===== src/design/sem_pkg.sv =====
// Shared types and constants for the Sobel edge magnitude block.
package sem_pkg;

  localparam int unsigned PixW   = 24;
  localparam int unsigned ColW   = 12;
  localparam int unsigned RowW   = 13;
  localparam int unsigned CntW   = 23;
  localparam int unsigned SumW   = 17;
  localparam int unsigned MaxHeight = 4096;
  localparam logic [SumW-1:0] SatLimit = 17'd65280;

  typedef enum logic {
    REG_WIDTH  = 1'b0,
    REG_HEIGHT = 1'b1
  } reg_idx_e;

  // controller -> datapath
  typedef struct packed {
    logic load;      // capture the input item
    logic shift;     // shift window, write line stores
    logic compute;   // latch gradients / start root
    logic root_step; // one square-root step
    logic finish;    // load output register
  } dp_cmd_t;

  // datapath -> controller
  typedef struct packed {
    logic drop;      // flush while pixels are still due
    logic emit;      // item produces a result
    logic root_done;
  } dp_sts_t;

  // gradient sum of squares for one channel
  function automatic logic [SumW-1:0] sq_sum(input logic signed [11:0] gx,
                                            input logic signed [11:0] gy);
    logic [10:0] ax;
    logic [10:0] ay;
    logic [21:0] s;
    ax = gx[11] ? 11'(-gx) : gx[10:0];
    ay = gy[11] ? 11'(-gy) : gy[10:0];
    s  = 22'(ax * ax) + 22'(ay * ay);
    return (s > 22'(SatLimit)) ? SumW'(SatLimit) + SumW'(1) : s[SumW-1:0];
  endfunction

endpackage


===== src/design/sem_ctrl.sv =====
// Sequencer: load, line-store read, window update, gradient, root iterations, output.
module sem_ctrl (
  input  logic            clk_i,
  input  logic            rst_ni,
  input  logic            in_valid_i,
  output logic            in_ready_o,
  input  logic            out_free_i,
  output sem_pkg::dp_cmd_t cmd_o,
  input  sem_pkg::dp_sts_t sts_i
);
  import sem_pkg::*;

  typedef enum logic [2:0] {
    S_IDLE, S_READ, S_SHIFT, S_GRAD, S_ROOT, S_OUT
  } state_e;

  state_e state_q, state_d;

  assign in_ready_o = (state_q == S_IDLE);

  always_comb begin
    state_d = state_q;
    cmd_o   = '0;
    unique case (state_q)
      S_IDLE: begin
        if (in_valid_i) begin
          cmd_o.load = 1'b1;
          state_d    = S_READ;
        end
      end
      S_READ: begin
        state_d = sts_i.drop ? S_IDLE : S_SHIFT;
      end
      S_SHIFT: begin
        cmd_o.shift = 1'b1;
        state_d     = sts_i.emit ? S_GRAD : S_IDLE;
      end
      S_GRAD: begin
        cmd_o.compute = 1'b1;
        state_d       = S_ROOT;
      end
      S_ROOT: begin
        if (sts_i.root_done) begin
          state_d = S_OUT;
        end else begin
          cmd_o.root_step = 1'b1;
        end
      end
      S_OUT: begin
        if (out_free_i) begin
          cmd_o.finish = 1'b1;
          state_d      = S_IDLE;
        end
      end
      default: state_d = S_IDLE;
    endcase
  end

  always_ff @(posedge clk_i or negedge rst_ni) begin
    if (!rst_ni) begin
      state_q <= S_IDLE;
    end else begin
      state_q <= state_d;
    end
  end

  a_finish_free: assert property (@(posedge clk_i) disable iff (!rst_ni)
    cmd_o.finish |-> out_free_i) else $error("output overwritten");
  a_one_cmd: assert property (@(posedge clk_i) disable iff (!rst_ni)
    $onehot0(cmd_o)) else $error("multiple commands");
  a_load_idle: assert property (@(posedge clk_i) disable iff (!rst_ni)
    cmd_o.load |=> !in_ready_o) else $error("ready while busy");
endmodule


===== config.mk =====
export PLATFORM = sky130hd
export DESIGN_NAME = sem_ctrl
export DESIGN_NICKNAME = d
export VERILOG_FILES = /design/src/design/sem_pkg.sv /design/src/design/sem_ctrl.sv
export SDC_FILE = /design/constraint.sdc
export NUM_CORES = 1
export LEC_CHECK = 0
export BUFFER_PORTS_ARGS = -buffer_cell sky130_fd_sc_hd__buf_2
export CORE_AREA = 5 5 42 44
export CTS_CLUSTER_SIZE = 16
export DETAILED_ROUTE_END_ITERATION = 6
export DIE_AREA = 0 0 47 49
export HOLD_SLACK_MARGIN = 0.02
export PLACE_DENSITY = 0.36
export RECOVER_POWER = 25
export SLEW_MARGIN = 10
export SYNTH_ARGS = -nofsm -noshare
export SYNTH_HDL_FRONTEND = slang
export SYNTH_SLANG_ARGS = --single-unit

===== constraint.sdc =====
create_clock -name clk_i -period 2.6 [get_ports clk_i]
set_clock_uncertainty 0.15 [all_clocks]
set_input_delay 0.52 -clock clk_i [delete_from_list [all_inputs] [get_ports clk_i]]
set_output_delay 0.52 -clock clk_i [all_outputs]
set_load 0.01 [all_outputs]

==> flow_summary.yaml <==
final_layout:
  n_fill_cell: 175
  drive_above_1_share_pct: 38.5
  largest_reg_flops: 3
  num_antenna_cells: 0
  reg.largest.list: "state_q: 3 flops"
  num-nets-final: 47
  fin_area_um2: 312
  syn_to_final_growth_pct: 54.7
  top_register: "state_q"
  final_util_pct: 22.2
detailed_routing:
  wl_per_cell_um: 10.1
  firstDrtPassIters: 4
  vias_per_cell: 3.85
  drtIter0Drc: 7
  routed_wl_um: 553
  antenna_left: 0
  drc: 0
  vias: 212
placed_design:
  hpwl_um: 412
  placed_cell_area_um2: 277
  pre_cts_ws_ns: 0.925
  io_buffers: 12
  place_congestion: 0.696
sta:
  finalMaxSlewViolations: 0
  fmax_ghz: 0.523
  fin_crit_ns: 1.91
  setup_viol: 0
  fin_ws_ns: 0.688
  setup_tns_ns: 0
  hold_viol: 0
  rsz0062_at_grt: "no"
  fin_crit_sh_pct: 73.5
  tightest_slew_ns: 0.316
  relSlewSlack_pct: 78.9
grt:
  overflow: 0
  grt-busiest-layer: "met2"
  grt_pass1_vias: 207
  track_usage_pct: 5.99
  use_met1_pct: 6.39
  met2_usage_pct: 7.92
  use_met3_pct: 3.32
  grt_first_pass_wirelength_um: 924
  grt_max_degree: 11
  antenna_found_initial: 0
hold_path:
  worstHoldPathType: "in -> reg"
  hold-path-cell-count: 4
synthesis:
  netlist_area_um2: 201
  async_flop_share_pct: 100
  synth_edf_count: 0
  ys_ff_latch: 3
  postSynthAreaPerCell_um2: 8.76
  ys.flop_type: "dfrtp_1"
  yosysWarnings: 0
  synth.distinct_cells: 15
  syn_inst: 23
  synth_seq_area_share_pct: 37.3
  syn_nets: 30
cts:
  cts_tree: "done"
  insertion_delay_ns: 0.23
  clk_path_buf_depth: 2
  ctsHoldBuffers: 1
  clk_pin_slew_ns: 0.04
  cts_resized: 0
  cts-root-buf: "clkbuf_4"
  cts-buffers-inserted: 3
  htree_levels: 1
  cts_sinks: 3
  post_cts_buffers: 0
die:
  rows: 14
  core_area_um2: 1400
  die_y_um: 49
  die_w_um: 47
  start_util_pct: 14.4
  dieArea_um2: 2300
  ios: 13
worst_setup_path:
  critPathMaxStageDelay_ns: 0.48
  critPathArrivalTime_ns: 1.24
  end_kind: "output port"
  cp_max_fo: 10
  cp_slowest_cell: "dfrtp_1"
  crit_required_ns: 1.93
  start_kind: "register"
  ff2ff_path_depth: 3
  crit_type: "reg -> out"
  crit_chain: "nor3_1 -> and2_1 -> buf_2"
power:
  vdd_drop_max_uv: 291
  p_leak_nw: 0.151
  p_per_area_nw_per_um2: 1070
status:
  outcome: "complete, no violations"
job:
  maxCapViolations: 0
[final timing paths]
check / start / endpoint / slack [ns]
hold reg to reg: state_q[2] / state_q[1] / 0.43
hold / removal: sts_i[2] / state_q[1] / 0.40
min in group asynchronous: rst_ni / state_q[1] / 0.47
max in group asynchronous: rst_ni / state_q[2] / 1.69
setup / recovery: state_q[0] / cmd_o[4] / 0.69
setup reg to reg: state_q[1] / state_q[2] / 1.38
[kinds of logic (layout without fill, tap and decap cells)]
kind of cell | count (synthesis) | in the layout | synth area share [%]
flops | 3 | 3 | 37.3
buf+inv | 1 | 17 | 2.48
mux | 1 | 1 | 4.97
compound gates | 4 | 4 | 14.9
simple gates | 14 | 14 | 40.4
[cell usage in the layout, fill, tap and decap left out]
master / Yosys / final
buf_2: 1 / 11
nor3b_1: 1 / 1
and2_1: 1 / 1
dfrtp_1: 3 / 3
nand3b_1: 2 / 2
dlygate4sd3_1: 0 / 1
o22ai_2: 1 / 1
a21oi_1: 2 / 2
o21a_1: 1 / 1
nand2b_1: 2 / 2
nor2_1: 2 / 2
nor3_1: 2 / 2
and3b_1: 1 / 1
clkbuf_4: 0 / 3
or2_1: 1 / 1
clkbuf_1: 0 / 2
mux2i_1: 1 / 1
nand2_1: 2 / 2
[synth_stat cells (2+ instances only)]
library cell	count	area [um2]
a21oi_1	2	10.0
dfrtp_1	3	75.1
nand2b_1	2	12.5
nor3_1	2	10.0
nand3b_1	2	15.0
nand2_1	2	7.51
nor2_1	2	7.51
[per-layer routing]
layer | vias to the layer above | wire (um)
met4 | 0 | 0
met1 | 93 | 244
li1 | 112 | -
met2 | 7 | 293
met3 | 0 | 15
met5 | - | 0
[worst max-delay path: cells and delay by family, from the launching register on]
| family | cells | cell delay (ns) |
|---|---|---|
| simple gates | 2 | 0.41 |
| buf+inv | 1 | 0.12 |
| flops | 1 | 0.48 |
[per-stage QoR]
stage / hold slack [ns] / std cells / total power [mW]
global placement: 0.165 / 50 / 0.250
finish: 0.397 / 55 / 0.334
floorplan: 0.0744 / 23 / 0.200
CTS: 0.397 / 55 / 0.340
global route: 0.393 / 55 / 0.362
detailed placement: 0.167 / 50 / 0.252
[layout make-up]
class,instances,area (um2),area share [%]
sequential,3,75.1,24.1
timing repair buffer,13,68.8,22.1
tap,16,20.0,6.43
clock buffer,4,26.3,8.43
multi-input combinational,19,121,39.0
[where the power goes]
part / internal (mW) / switching, mW / total (mW)
Clock: 0.0575 / 0.0245 / 0.0820
Sequential: 0.0670 / 0.0455 / 0.112
Combinational: 0.0745 / 0.0650 / 0.140
Total: 0.199 / 0.135 / 0.334
Note: power is estimated with default switching activity, not from simulation.
